==> src/rtl/core/sprf_pkg.sv <==
`timescale 1ns / 1ps
package sprf_pkg;

    // Fixed datapath widths
    localparam int ACC_W   = 48;
    localparam int PT_W    = 32;
    localparam int PROD_W  = 64;

    // Quotient saturation bound, 2^40
    localparam logic [40:0] Q_LIM = 41'h100_0000_0000;

    // Configuration register indexes
    typedef enum logic [1:0] {
        CFG_POLY_DEGREE = 2'd0,
        CFG_TOLERANCE   = 2'd1,
        CFG_MAX_ITER    = 2'd2
    } t_cfg_idx;

    // Result status codes
    typedef enum logic [1:0] {
        ST_CONVERGED  = 2'd0,
        ST_ITER_LIMIT = 2'd1,
        ST_ZERO_DEN   = 2'd2
    } t_status;

    // Input commands
    localparam logic CMD_LOAD  = 1'b0;
    localparam logic CMD_START = 1'b1;

endpackage

==> src/rtl/core/secant_polynomial_root_finder_core.sv <==
`timescale 1ns / 1ps
// Secant-method polynomial root finder, signed Q16.16.
// Input channel (i_in_valid / o_in_stall): a load transfer (cmd 0) writes one
// coefficient and gives no result; a start transfer (cmd 1)
// brings two initial guesses and gives exactly one result.
// Output channel (o_out_valid / i_out_stall): root estimate, step count and
// status, held in an output register until taken.
// A start runs secant steps at the configured degree; a step that finds a
// zero denominator ends after its evaluations.
// One shared 32x32 multiplier paces it: two passes per Horner step
// (S_MHI, S_MLO, then S_ADD), one pass for the numerator, one for the
// tolerance test, and a radix-2 divider that forms a 64-bit quotient per step. Throughput is one start at
// a time; o_in_stall is high while a search runs.
// A finished result waits in the output register while the receiver stalls;
// new loads and starts are taken meanwhile, and a later search holds its
// result until the register is free.
// Reset (synchronous, active low) clears the coefficient store, restores the
// configuration defaults (degree 2, tolerance 33, limit 64) and empties the
// output register.
// Configuration is written through i_cfg_we / i_cfg_index / i_cfg_data.
module secant_polynomial_root_finder_core
    import sprf_pkg::*;
#(
    parameter int MAX_DEGREE = 8
) (
    input  logic               i_clk,
    input  logic               i_rst_n,
    input  logic               i_cfg_we,
    input  logic [1:0]         i_cfg_index,
    input  logic [15:0]        i_cfg_data,
    input  logic               i_in_valid,
    output logic               o_in_stall,
    input  logic               i_cmd,
    input  logic [3:0]         i_coef_index,
    input  logic signed [15:0] i_coef_value,
    input  logic signed [31:0] i_guess_first,
    input  logic signed [31:0] i_guess_second,
    output logic               o_out_valid,
    input  logic               i_out_stall,
    output logic signed [31:0] o_root_estimate,
    output logic [7:0]         o_iterations_used,
    output logic [1:0]         o_search_status
);

    localparam int IW = $clog2(MAX_DEGREE + 1);

    typedef enum logic [9:0] {
        S_IDLE = 10'b0000000001,
        S_MHI  = 10'b0000000010,
        S_MLO  = 10'b0000000100,
        S_ADD  = 10'b0000001000,
        S_DEN  = 10'b0000010000,
        S_NUM  = 10'b0000100000,
        S_DIV  = 10'b0001000000,
        S_UPD  = 10'b0010000000,
        S_CHK  = 10'b0100000000,
        S_DONE = 10'b1000000000
    } t_state;

    t_state r_state;

    // Configuration
    logic [3:0]  r_degree;
    logic [15:0] r_tol;
    logic [7:0]  r_max_iter;

    logic signed [15:0] r_coef [MAX_DEGREE+1];

    // Search state
    logic signed [PT_W-1:0]  r_x1, r_x2, r_x3;
    logic signed [PT_W-1:0]  r_f1;
    logic signed [ACC_W-1:0] r_acc;
    logic [IW-1:0]           r_idx;
    logic                    r_sel;
    logic [7:0]              r_count;
    logic [1:0]              r_status;
    logic [PROD_W-1:0]       r_prod, r_phi;
    logic [31:0]             r_den;
    logic                    r_qneg;
    logic [PROD_W-1:0]       r_quo;
    logic [32:0]             r_rem;
    logic [5:0]              r_div_cnt;
    logic [32:0]             r_diff;
    logic                    r_chk;

    logic               r_out_valid;
    logic signed [31:0] r_out_root;
    logic [7:0]         r_out_count;
    logic [1:0]         r_out_status;

    // Shared datapath signals
    logic signed [PT_W-1:0]  cur_x;
    logic [31:0]             x_mag;
    logic [ACC_W-1:0]        acc_mag;
    logic [31:0]             mul_a, mul_b;
    logic [IW-1:0]           deg_idx;
    logic signed [65:0]      add_m, add_sum;
    logic signed [ACC_W-1:0] acc_next;
    logic signed [PT_W-1:0]  f_cur;
    logic signed [32:0]      den_s, dx_s;
    logic [31:0]             f2_mag, dx_mag;
    logic [33:0]             rem_sh, rem_sub;
    logic [40:0]             q_mag;
    logic signed [42:0]      x3_wide;
    logic signed [PT_W-1:0]  x3_sat;
    logic signed [32:0]      dif_s;
    logic                    in_xfer, start_ok;

    assign in_xfer  = i_in_valid && !o_in_stall;
    assign start_ok = in_xfer && (i_cmd == CMD_START);
    assign o_in_stall = (r_state != S_IDLE);

    assign o_out_valid       = r_out_valid;
    assign o_root_estimate   = r_out_root;
    assign o_iterations_used = r_out_count;
    assign o_search_status   = r_out_status;

    // Clamp configured degree to the store depth
    always_comb begin
        if (32'(r_degree) > 32'(MAX_DEGREE)) begin
            deg_idx = IW'(MAX_DEGREE);
        end else begin
            deg_idx = IW'(r_degree);
        end
    end

    // Horner operands
    assign cur_x   = r_sel ? r_x2 : r_x1;
    assign x_mag   = cur_x[PT_W-1] ? 32'(-cur_x) : 32'(cur_x);
    assign acc_mag = r_acc[ACC_W-1] ? ACC_W'(-r_acc) : ACC_W'(r_acc);

    // Secant operands
    assign den_s  = 33'(r_x1) - 33'(r_x1) + 33'(f_cur) - 33'(r_f1);
    assign dx_s   = 33'(r_x2) - 33'(r_x1);
    assign f2_mag = f_cur[PT_W-1] ? 32'(-33'(f_cur)) : 32'(f_cur);
    assign dx_mag = dx_s[32] ? 32'(-dx_s) : 32'(dx_s);

    // Select multiplier operands
    always_comb begin
        mul_a = 32'd0;
        mul_b = 32'd0;
        case (r_state)
            S_MHI: begin
                mul_a = acc_mag[47:16];
                mul_b = x_mag;
            end
            S_MLO: begin
                mul_a = {16'd0, acc_mag[15:0]};
                mul_b = x_mag;
            end
            S_DEN: begin
                mul_a = f2_mag;
                mul_b = dx_mag;
            end
            S_CHK: begin
                mul_a = {16'd0, r_tol};
                mul_b = r_x2[PT_W-1] ? 32'(-33'(r_x2)) : 32'(r_x2);
            end
            default: begin
                mul_a = 32'd0;
                mul_b = 32'd0;
            end
        endcase
    end

    // Horner accumulate and saturate
    always_comb begin
        add_m = 66'(r_phi) + 66'(r_prod >> 16);
        if (r_acc[ACC_W-1] ^ cur_x[PT_W-1]) begin
            add_m = -add_m;
        end
        add_sum = add_m + (66'(r_coef[r_idx]) <<< 16);
        if (add_sum > 66'sh7FFF_FFFF_FFFF) begin
            acc_next = 48'sh7FFF_FFFF_FFFF;
        end else if (add_sum < -66'sh8000_0000_0000) begin
            acc_next = -48'sh8000_0000_0000;
        end else begin
            acc_next = ACC_W'(add_sum);
        end
    end

    // Final value saturated to 32 bits
    always_comb begin
        if (r_acc > 48'sh0000_7FFF_FFFF) begin
            f_cur = 32'sh7FFF_FFFF;
        end else if (r_acc < -48'sh0000_8000_0000) begin
            f_cur = -32'sh8000_0000;
        end else begin
            f_cur = PT_W'(r_acc);
        end
    end

    // Restoring divide step
    assign rem_sh  = {r_rem, r_quo[PROD_W-1]};
    assign rem_sub = rem_sh - 34'(r_den);

    // Next estimate
    always_comb begin
        q_mag = (r_quo > 64'(Q_LIM)) ? Q_LIM : r_quo[40:0];
        x3_wide = 43'(r_x2) - (r_qneg ? -43'(q_mag) : 43'(q_mag));
        if (x3_wide > 43'sh0_7FFF_FFFF) begin
            x3_sat = 32'sh7FFF_FFFF;
        end else if (x3_wide < -43'sh0_8000_0000) begin
            x3_sat = -32'sh8000_0000;
        end else begin
            x3_sat = PT_W'(x3_wide);
        end
        dif_s = 33'(x3_sat) - 33'(r_x2);
    end

    // Configuration and coefficient store
    always_ff @(posedge i_clk) begin
        if (!i_rst_n) begin
            r_degree   <= 4'd2;
            r_tol      <= 16'd33;
            r_max_iter <= 8'd64;
            for (int i = 0; i <= MAX_DEGREE; i++) begin
                r_coef[i] <= '0;
            end
        end else begin
            if (i_cfg_we) begin
                case (i_cfg_index)
                    CFG_POLY_DEGREE: r_degree   <= i_cfg_data[3:0];
                    CFG_TOLERANCE:   r_tol      <= i_cfg_data;
                    CFG_MAX_ITER:    r_max_iter <= i_cfg_data[7:0];
                    default:         ;
                endcase
            end
            if (in_xfer && i_cmd == CMD_LOAD && 32'(i_coef_index) <= 32'(MAX_DEGREE)) begin
                r_coef[IW'(i_coef_index)] <= i_coef_value;
            end
        end
    end

    // Sequencer
    always_ff @(posedge i_clk) begin
        if (!i_rst_n) begin
            r_state     <= S_IDLE;
            r_out_valid <= 1'b0;
        end else begin
            r_prod <= 64'(mul_a) * 64'(mul_b);
            // Load a finished result, or drop the one just taken
            if (r_state == S_DONE && (!r_out_valid || !i_out_stall)) begin
                r_out_valid <= 1'b1;
            end else if (r_out_valid && !i_out_stall) begin
                r_out_valid <= 1'b0;
            end
            case (r_state)
                S_IDLE: begin
                    if (start_ok) begin
                        r_x1     <= i_guess_first;
                        r_x2     <= i_guess_second;
                        r_x3     <= i_guess_second;
                        r_count  <= 8'd0;
                        r_status <= ST_ITER_LIMIT;
                        r_sel    <= 1'b0;
                        r_acc    <= '0;
                        r_idx    <= deg_idx;
                        r_state  <= (r_max_iter == 8'd0) ? S_DONE : S_MHI;
                    end
                end
                S_MHI: r_state <= S_MLO;
                S_MLO: begin
                    r_phi   <= r_prod;
                    r_state <= S_ADD;
                end
                S_ADD: begin
                    if (r_idx == '0) begin
                        r_state <= r_sel ? S_DEN : S_MHI;
                        if (!r_sel) begin
                            r_sel <= 1'b1;
                            r_idx <= deg_idx;
                        end
                    end else begin
                        r_idx   <= r_idx - 1'b1;
                        r_state <= S_MHI;
                    end
                    if (r_idx == '0 && !r_sel) begin
                        // first point done, restart for the second
                        r_f1  <= PT_W'(acc_next > 48'sh0000_7FFF_FFFF ? 48'sh0000_7FFF_FFFF :
                                       acc_next < -48'sh0000_8000_0000 ?
                                       -48'sh0000_8000_0000 : acc_next);
                        r_acc <= '0;
                    end else begin
                        r_acc <= acc_next;
                    end
                end
                S_DEN: begin
                    if (den_s == 33'sd0) begin
                        r_x3     <= r_x2;
                        r_status <= ST_ZERO_DEN;
                        r_state  <= S_DONE;
                    end else begin
                        r_den   <= den_s[32] ? 32'(-den_s) : 32'(den_s);
                        r_qneg  <= f_cur[PT_W-1] ^ dx_s[32] ^ den_s[32];
                        r_state <= S_NUM;
                    end
                end
                S_NUM: begin
                    r_quo     <= r_prod;
                    r_rem     <= '0;
                    r_div_cnt <= 6'd63;
                    r_state   <= S_DIV;
                end
                S_DIV: begin
                    if (rem_sub[33]) begin
                        r_rem <= rem_sh[32:0];
                        r_quo <= {r_quo[PROD_W-2:0], 1'b0};
                    end else begin
                        r_rem <= rem_sub[32:0];
                        r_quo <= {r_quo[PROD_W-2:0], 1'b1};
                    end
                    if (r_div_cnt == 6'd0) begin
                        r_state <= S_UPD;
                    end else begin
                        r_div_cnt <= r_div_cnt - 1'b1;
                    end
                end
                S_UPD: begin
                    r_x3    <= x3_sat;
                    r_x1    <= r_x2;
                    r_x2    <= x3_sat;
                    r_count <= r_count + 1'b1;
                    r_diff  <= dif_s[32] ? 33'(-dif_s) : 33'(dif_s);
                    r_chk   <= 1'b0;
                    r_state <= S_CHK;
                end
                S_CHK: begin
                    // the product loads while r_chk is clear, then the compare runs
                    r_chk <= 1'b1;
                    if (r_chk) begin
                        if (64'({r_diff, 16'h0000}) <= r_prod) begin
                            r_status <= ST_CONVERGED;
                            r_state  <= S_DONE;
                        end else if (r_count == r_max_iter) begin
                            r_status <= ST_ITER_LIMIT;
                            r_state  <= S_DONE;
                        end else begin
                            r_sel   <= 1'b0;
                            r_acc   <= '0;
                            r_idx   <= deg_idx;
                            r_state <= S_MHI;
                        end
                    end
                end
                S_DONE: begin
                    // hold until the output register is free
                    if (!r_out_valid || !i_out_stall) begin
                        r_out_root   <= r_x3;
                        r_out_count  <= r_count;
                        r_out_status <= r_status;
                        r_state      <= S_IDLE;
                    end
                end
                default: r_state <= S_IDLE;
            endcase
        end
    end

endmodule
==> config.mk <==
export PLATFORM = sky130hd
export DESIGN_NAME = secant_polynomial_root_finder_core
export DESIGN_NICKNAME = d
export VERILOG_FILES = /design/src/rtl/core/sprf_pkg.sv /design/src/rtl/core/secant_polynomial_root_finder_core.sv
export SDC_FILE = /design/constraint.sdc
export NUM_CORES = 2
export LEC_CHECK = 0
export BUFFER_PORTS_ARGS = -buffer_cell sky130_fd_sc_hd__buf_2
export CORE_UTILIZATION = 40
export DETAILED_ROUTE_END_ITERATION = 10
export GPL_ROUTABILITY_DRIVEN = 0
export SETUP_SLACK_MARGIN = 0.5
export SYNTH_ARGS = -nofsm -noshare
export SYNTH_HDL_FRONTEND = slang
export SYNTH_SLANG_ARGS = --single-unit
==> constraint.sdc <==
create_clock -name i_clk -period 15.47 [get_ports i_clk]
set_clock_uncertainty 0.05 [all_clocks]
set_input_delay 3.094 -clock i_clk [delete_from_list [all_inputs] [get_ports i_clk]]
set_output_delay 3.094 -clock i_clk [all_outputs]
set_load 0.05 [all_outputs]
**Yosys cells after proc, flatten, opt, wreduce, memory -nomap -nowiden**

Memories as Yosys holds them, arrays and structs flattened. A register that Yosys moved wholly into a read port is not among the register bits.
Index checks and enable logic that the tools add are counted.

- Latch bits: 0
- Memory bits (read-only): 0
- Output and inout bits: 44
- Word-level logic and storage cells: 218
- Register bits after elaboration: 570
- Memories kept: 1
- Bits of input ports: 108
- Bits in writable memories: 144

Memories:

| name | depth | width | rd ports | clocked after memory_dff | write ports | RTL line | RTL |
|---|---|---|---|---|---|---|---|
| r_coef | 9 | 16 | 1 | 1 | 9 | secant_polynomial_root_finder_core.sv:67 | `logic signed [15:0] r_coef [MAX_DEGREE+1];` |

- Bitwise logic cells: 5
- Reductions and logical operators: 44
- Muxes and demuxes: 82
- Shift-type cells: 0
- Divide/modulo/power cells: 0
- $lt $le $gt $ge: 12
- Add/sub/neg operators: 21
- Eq/ne operators: 25
- Multipliers: 1

Operators with widths:

| operator | number |
|---|---|
| $mux W32 | 15 |
| $mux W48 | 8 |
| $pmux W32 S3 | 2 |
| $neg A32 Y32 | 5 |
| $pmux W48 S3 | 1 |
| $pmux W32 S2 | 2 |
| $pmux W32 S4 | 1 |
| $pmux W64 S2 | 1 |
| $pmux W10 S10 | 1 |
| $sub A32 B32 Y33 | 3 |
| $gt A48 B32 Y1 const B | 2 |
| $lt A48 B32 Y1 const B | 2 |
| $mux W10 | 8 |
| $add A66 B32 Y66 | 1 |
| $gt A66 B48 Y1 const B | 1 |
| $lt A66 B48 Y1 const B | 1 |
| $mux W66 | 1 |
| $neg A65 Y66 | 1 |
| $pmux W33 S2 | 1 |
| $add A64 B48 Y65 | 1 |
| $gt A64 B41 Y1 const B | 1 |
| $le A49 B64 Y1 | 1 |
| $mul A32 B32 Y64 | 1 |
| $neg A48 Y48 | 1 |
| 65 further kinds | 128 |

**Depth between registers and ports, before layout**

- Depth in word-level cells: 11
- Mapped depth: 54
- Depth with buffers taken out: 48

**Worst setup path after synthesis**

Ideal clock, no wire load.

- Path type: register to register
- Start point: register r_sel
- End point: register r_prod[63] (data pin)
- Buffers on the path: 8
- Cell stages (with the launch flop): 49
- Data arrival time: 12316 ps
- Clock period less this slack: 12632 ps
- Data required time: 15154 ps
- Library setup time: 266 ps
- Slack: 2838 ps
- Cells stage by stage: edfxtp_1 clkbuf_1 clkbuf_1 buf_2 buf_2 clkbuf_1 clkbuf_1 clkbuf_1 mux2i_1 ha_1 o21ai_0 o21bai_1 nor3_1 and2_1 nor2b_1 nor2b_1 o21ai_0 o41ai_1 (+13 left out) fa_1 inv_1 fa_1 inv_1 ha_1 nand3_1 nor3_1 o2111ai_1 inv_1 a221o_1 a41oi_1 a211oi_1 nor2_1 a21oi_1 nand3_1 and2_1 o41ai_1 xnor2_1

- Longest elaborated chain between the ends: 5

RTL lines:

| what | RTL line | RTL |
|---|---|---|
| start, declared | secant_polynomial_root_finder_core.sv:74 | `logic r_sel;` |
| start signal, assigned | secant_polynomial_root_finder_core.sv:256 | `r_sel <= 1'b0;` |
| start signal, assigned | secant_polynomial_root_finder_core.sv:271 | `r_sel <= 1'b1;` |
| start signal, assigned | secant_polynomial_root_finder_core.sv:339 | `r_sel <= 1'b0;` |
| $mux W32 (*) | secant_polynomial_root_finder_core.sv:128 | `assign cur_x = r_sel ? r_x2 : r_x1;` |
| $neg A32 Y32 | secant_polynomial_root_finder_core.sv:129 | `assign x_mag = cur_x[PT_W-1] ? 32'(-cur_x) : 32'(cur_x);` |
| $mux W32 (*) | secant_polynomial_root_finder_core.sv:129 |  |
| $pmux W32 S3 (*) | secant_polynomial_root_finder_core.sv:142 | `case (r_state)` |
| $mul A32 B32 Y64 (*) | secant_polynomial_root_finder_core.sv:241 | `r_prod <= 64'(mul_a) * 64'(mul_b);` |
| end signal, assigned | secant_polynomial_root_finder_core.sv:241 |  |
| end, declared | secant_polynomial_root_finder_core.sv:77 | `logic [PROD_W-1:0] r_prod, r_phi;` |

Mark *: on every way between the ends. The rest lies on a longest branch, timed or not.
A chain may end at the register's enable or synchronous reset.

**Worst setup path in the final report**

Ends and elaborated chain as after synthesis.

==> flow_summary.toml <==
[global_routing]
grtUsageTotal_pct = 27.8
overflow = 0
antenna_found_initial = 31
grt_max_degree = 105
grt_pass1_wl_um = 487000
grt_pass1_vias = 76017

[yosys]
synthCells = 9924
avgSynthCellArea_um2 = 9.34
yosys_most_used_dff = "edfxtp_1"
ys_ff_latch = 830
synth_area_mm2 = 0.0927
synth-edff-count = 787
synthDistinctLibCells = 113
synth-async-reset-ratio_pct = 0
yosysWarningCount = 0
synth-seq-area-share_pct = 26.4

[floorplan]
core_mm2 = 0.230
dieArea_mm2 = 0.234
io_pins = 152
rows = 176
die_h_um = 483
start_util_pct = 40.3
dieWidth_um = 483

[clock_network]
cts_buffers = 95
cts.sinks = 830
path_clk_slew_ps = 60
htreeDepth = 3
worstSkewPairLatency_ps = 780
cts_buffer_depth = 3
root_buffer = "clkbuf_16"
hold_buffers = 0
tritoncts = "done"

[route]
highest_layer = "met5"
wl_met2_um = 143000
drt-total-wl_um = 330000
route.detailed.drc = 3
drt_iter0_drc = 8170
via_per_inst = 5.83
wl_met3_um = 33300
num_vias = 76527
first_pass_iters = 11
drt-met1-wl_um = 127000
antenna_left = 0
wire_per_inst_um = 25.1

[setup_path]
crit_fanout = 19
cpMostUsedCell = "fa_1"
cp-endpoint = "r_prod[63]"
cp.depth = 39
critical_path_class = "reg -> reg"
reg2regPathDepth = 39
critPathLaunch = "r_sel"
reg2reg_slack_ps = 1190
cp-start-kind = "register"
r2r_end = "r_prod[63]"
cp.arrival_ps = 14730
critPathMaxStageDelay_ps = 920
worstSetupEndpointType = "register"
crit_family = "adder cells"
path_buf_inv = 5
r2r-start = "r_sel"
slowest_stage = "edfxtp_1"
cp_data_required_time_ps = 15920

[timing]
hold_violations = 0
finalSetupViolations = 0
min_period_ps = 14280
fmax_mhz = 70.0
min_period_over_period_pct = 92.3
max-slew-margin-rel_pct = 11.3
worst_slew_pin_slew_ps = 1330
tns_ps = 0
whs_ps = 361
postLayoutSetupSlackWorst_ps = 1190
rsz0062_at_grt = "no"
final-max-slew-violation-count = 0

[final_layout]
areaGrowthSynthToFinish_pct = 8.87
layoutNonFillerInstCount = 13126
drive_gt1_share_pct = 7.66
fin_nets = 11689

[run_status]
outcome = "finished with violations"
failed_checks = "DRC"

[placement]
io_buffers = 151
dp.cells = 12936
place_hpwl_um = 260000
pre_cts_ws_ps = 1350

[min_path]
hold_path_class = "reg -> reg"
whs_path_depth = 0

[power_and_ir_drop]
cellPowerDensity_mw_per_mm2 = 114
p_leak_nw = 43.4
worst_ir_drop_vdd_uv = 190

[flow_run]
cap_violations = 0
[layout make-up]
type / instances / area, um2
fill: 21847 / 129000
multi-input combinational: 7437 / 62400
sequential: 830 / 24500
inverter: 1321 / 4960
tap: 3026 / 3790
clock buffer: 109 / 2430
timing repair buffer: 322 / 2040
clock inverter: 68 / 796
antenna: 13 / 32.5
[report_power, final]
group | leakage, nW | internal [W] | switching, W
combinational | 34.0 | 0.00206 | 0.00405
clock | 1.56 | 0.00130 | 0.00105
sequential | 7.83 | 0.00282 | 0.000218
total | 43.4 | 0.00618 | 0.00532
[state kept, by name, indices dropped and copies added (netlist names), 2 cells and up, named ones only]
register,cells
r_count,8
r_degree,4
r_coef,256
r_status,2
o_iterations_used,8
r_x2,32
r_div_cnt,6
r_den,32
r_rem,33
r_diff,33
r_f1,32
r_max_iter,8
o_root_estimate,32
r_tol,16
o_search_status,2
r_quo,64
r_prod,64
r_state,10
r_x1,32
r_phi,64
r_acc,48
r_x3,32
r_idx,4
[cells by family after synthesis]
| group | count (synthesis) | synth area share (%) |
|---|---|---|
| other | 1 | 0.00404 |
| DFF | 830 | 26.4 |
| muxes | 160 | 2.81 |
| buffers and inverters | 1768 | 7.25 |
| AOI/OAI and AO/OA | 1845 | 13.2 |
| adders and majority gates | 1574 | 28.8 |
| xor gates and xnor gates | 644 | 6.08 |
| and+or+nand+nor | 3102 | 15.5 |
[metal layers]
| metal | vias up | GRT usage (%) |
|---|---|---|
| met2 | 4016 | 42.1 |
| met3 | 947 | 6.09 |
| met5 | - | 0 |
| li1 | 33583 | - |
| met1 | 37947 | 35.3 |
| met4 | 34 | 19.4 |
[cell usage after synthesis (all sizes together), types with 31 or more instances]
library cell     n  area, um2
a21oi          419       2120
dfxtp           43        861
a211oi          42        333
o21a            82        623
o21ai          470       2350
edfxtp         787      23600
nor2b           56        350
nand2         1103       4140
or3             60        375
xnor2          391       3420
and2           226       1410
nand3          120        601
nor3           151        781
nor2           913       3440
nand4           68        425
mux2i           76        761
buf             65        324
o21bai          54        405
fa             935      18700
or2             59        369
xor2           253       2220
a22oi           35        263
a21o           204       1530
a31oi           65        407
and3            41        257
mux4            80       1800
ha             639       8000
nor4            66        413
inv           1317       4940
or4             31        244
clkbuf         382       1440
o31ai          113        973
nand2b         120        751
o211ai          48        374
[worst register-to-register path: cells and delay by family, from the launching register on]
kind / cells / cell delay (ps)
buffers and inverters: 5 / 1080
xor gates and xnor gates: 2 / 470
DFF: 1 / 920
and+or+nand+nor: 13 / 3580
adders and majority gates: 9 / 4610
AOI/OAI and AO/OA: 10 / 3330
[layout by cell type (no fill, tap or decap), drive strengths merged, types with 76 or more instances in the layout]
master     n
a21o     204
nand3    120
nor2     913
mux4      80
fa       935
o21ai    470
xnor2    391
o21a      82
mux2i     76
clkbuf   109
a21oi    419
conb     112
edfxtp   787
and2     226
nand2   1103
nand2b   120
buf      322
o31ai    113
ha       639
inv     1327
xor2     253
nor3     151
[timing repair]
action	in CTS	in global routing
gates resized for setup	0	3
buffers inserted	0	0
hold endpoints to repair	0	0
setup endpoints to repair	0	2
[worst min-delay path by stage]
stage	from	to	slack, ps
after floorplan	r_x3[0]	o_root_estimate[0]	350
after global placement	r_x3[26]	o_root_estimate[26]	350
after detailed placement	r_x3[11]	o_root_estimate[11]	350
after CTS	r_x3[20]	o_root_estimate[20]	360
after global routing	r_x3[20]	o_root_estimate[20]	370
final	r_x3[20]	o_root_estimate[20]	360
[stage by stage]
step	util (%)	area, um2	power [W]
6_report	43.9	101000	0.0115
5_1_grt	43.8	101000	0.0120
4_1_cts	43.8	101000	0.0114
3_5_place_dp	42.4	97600	0.00900
3_3_place_gp	42.4	97600	0.00891
2_1_floorplan	-	93100	0.00714
Power figures use the tool's default switching activity.
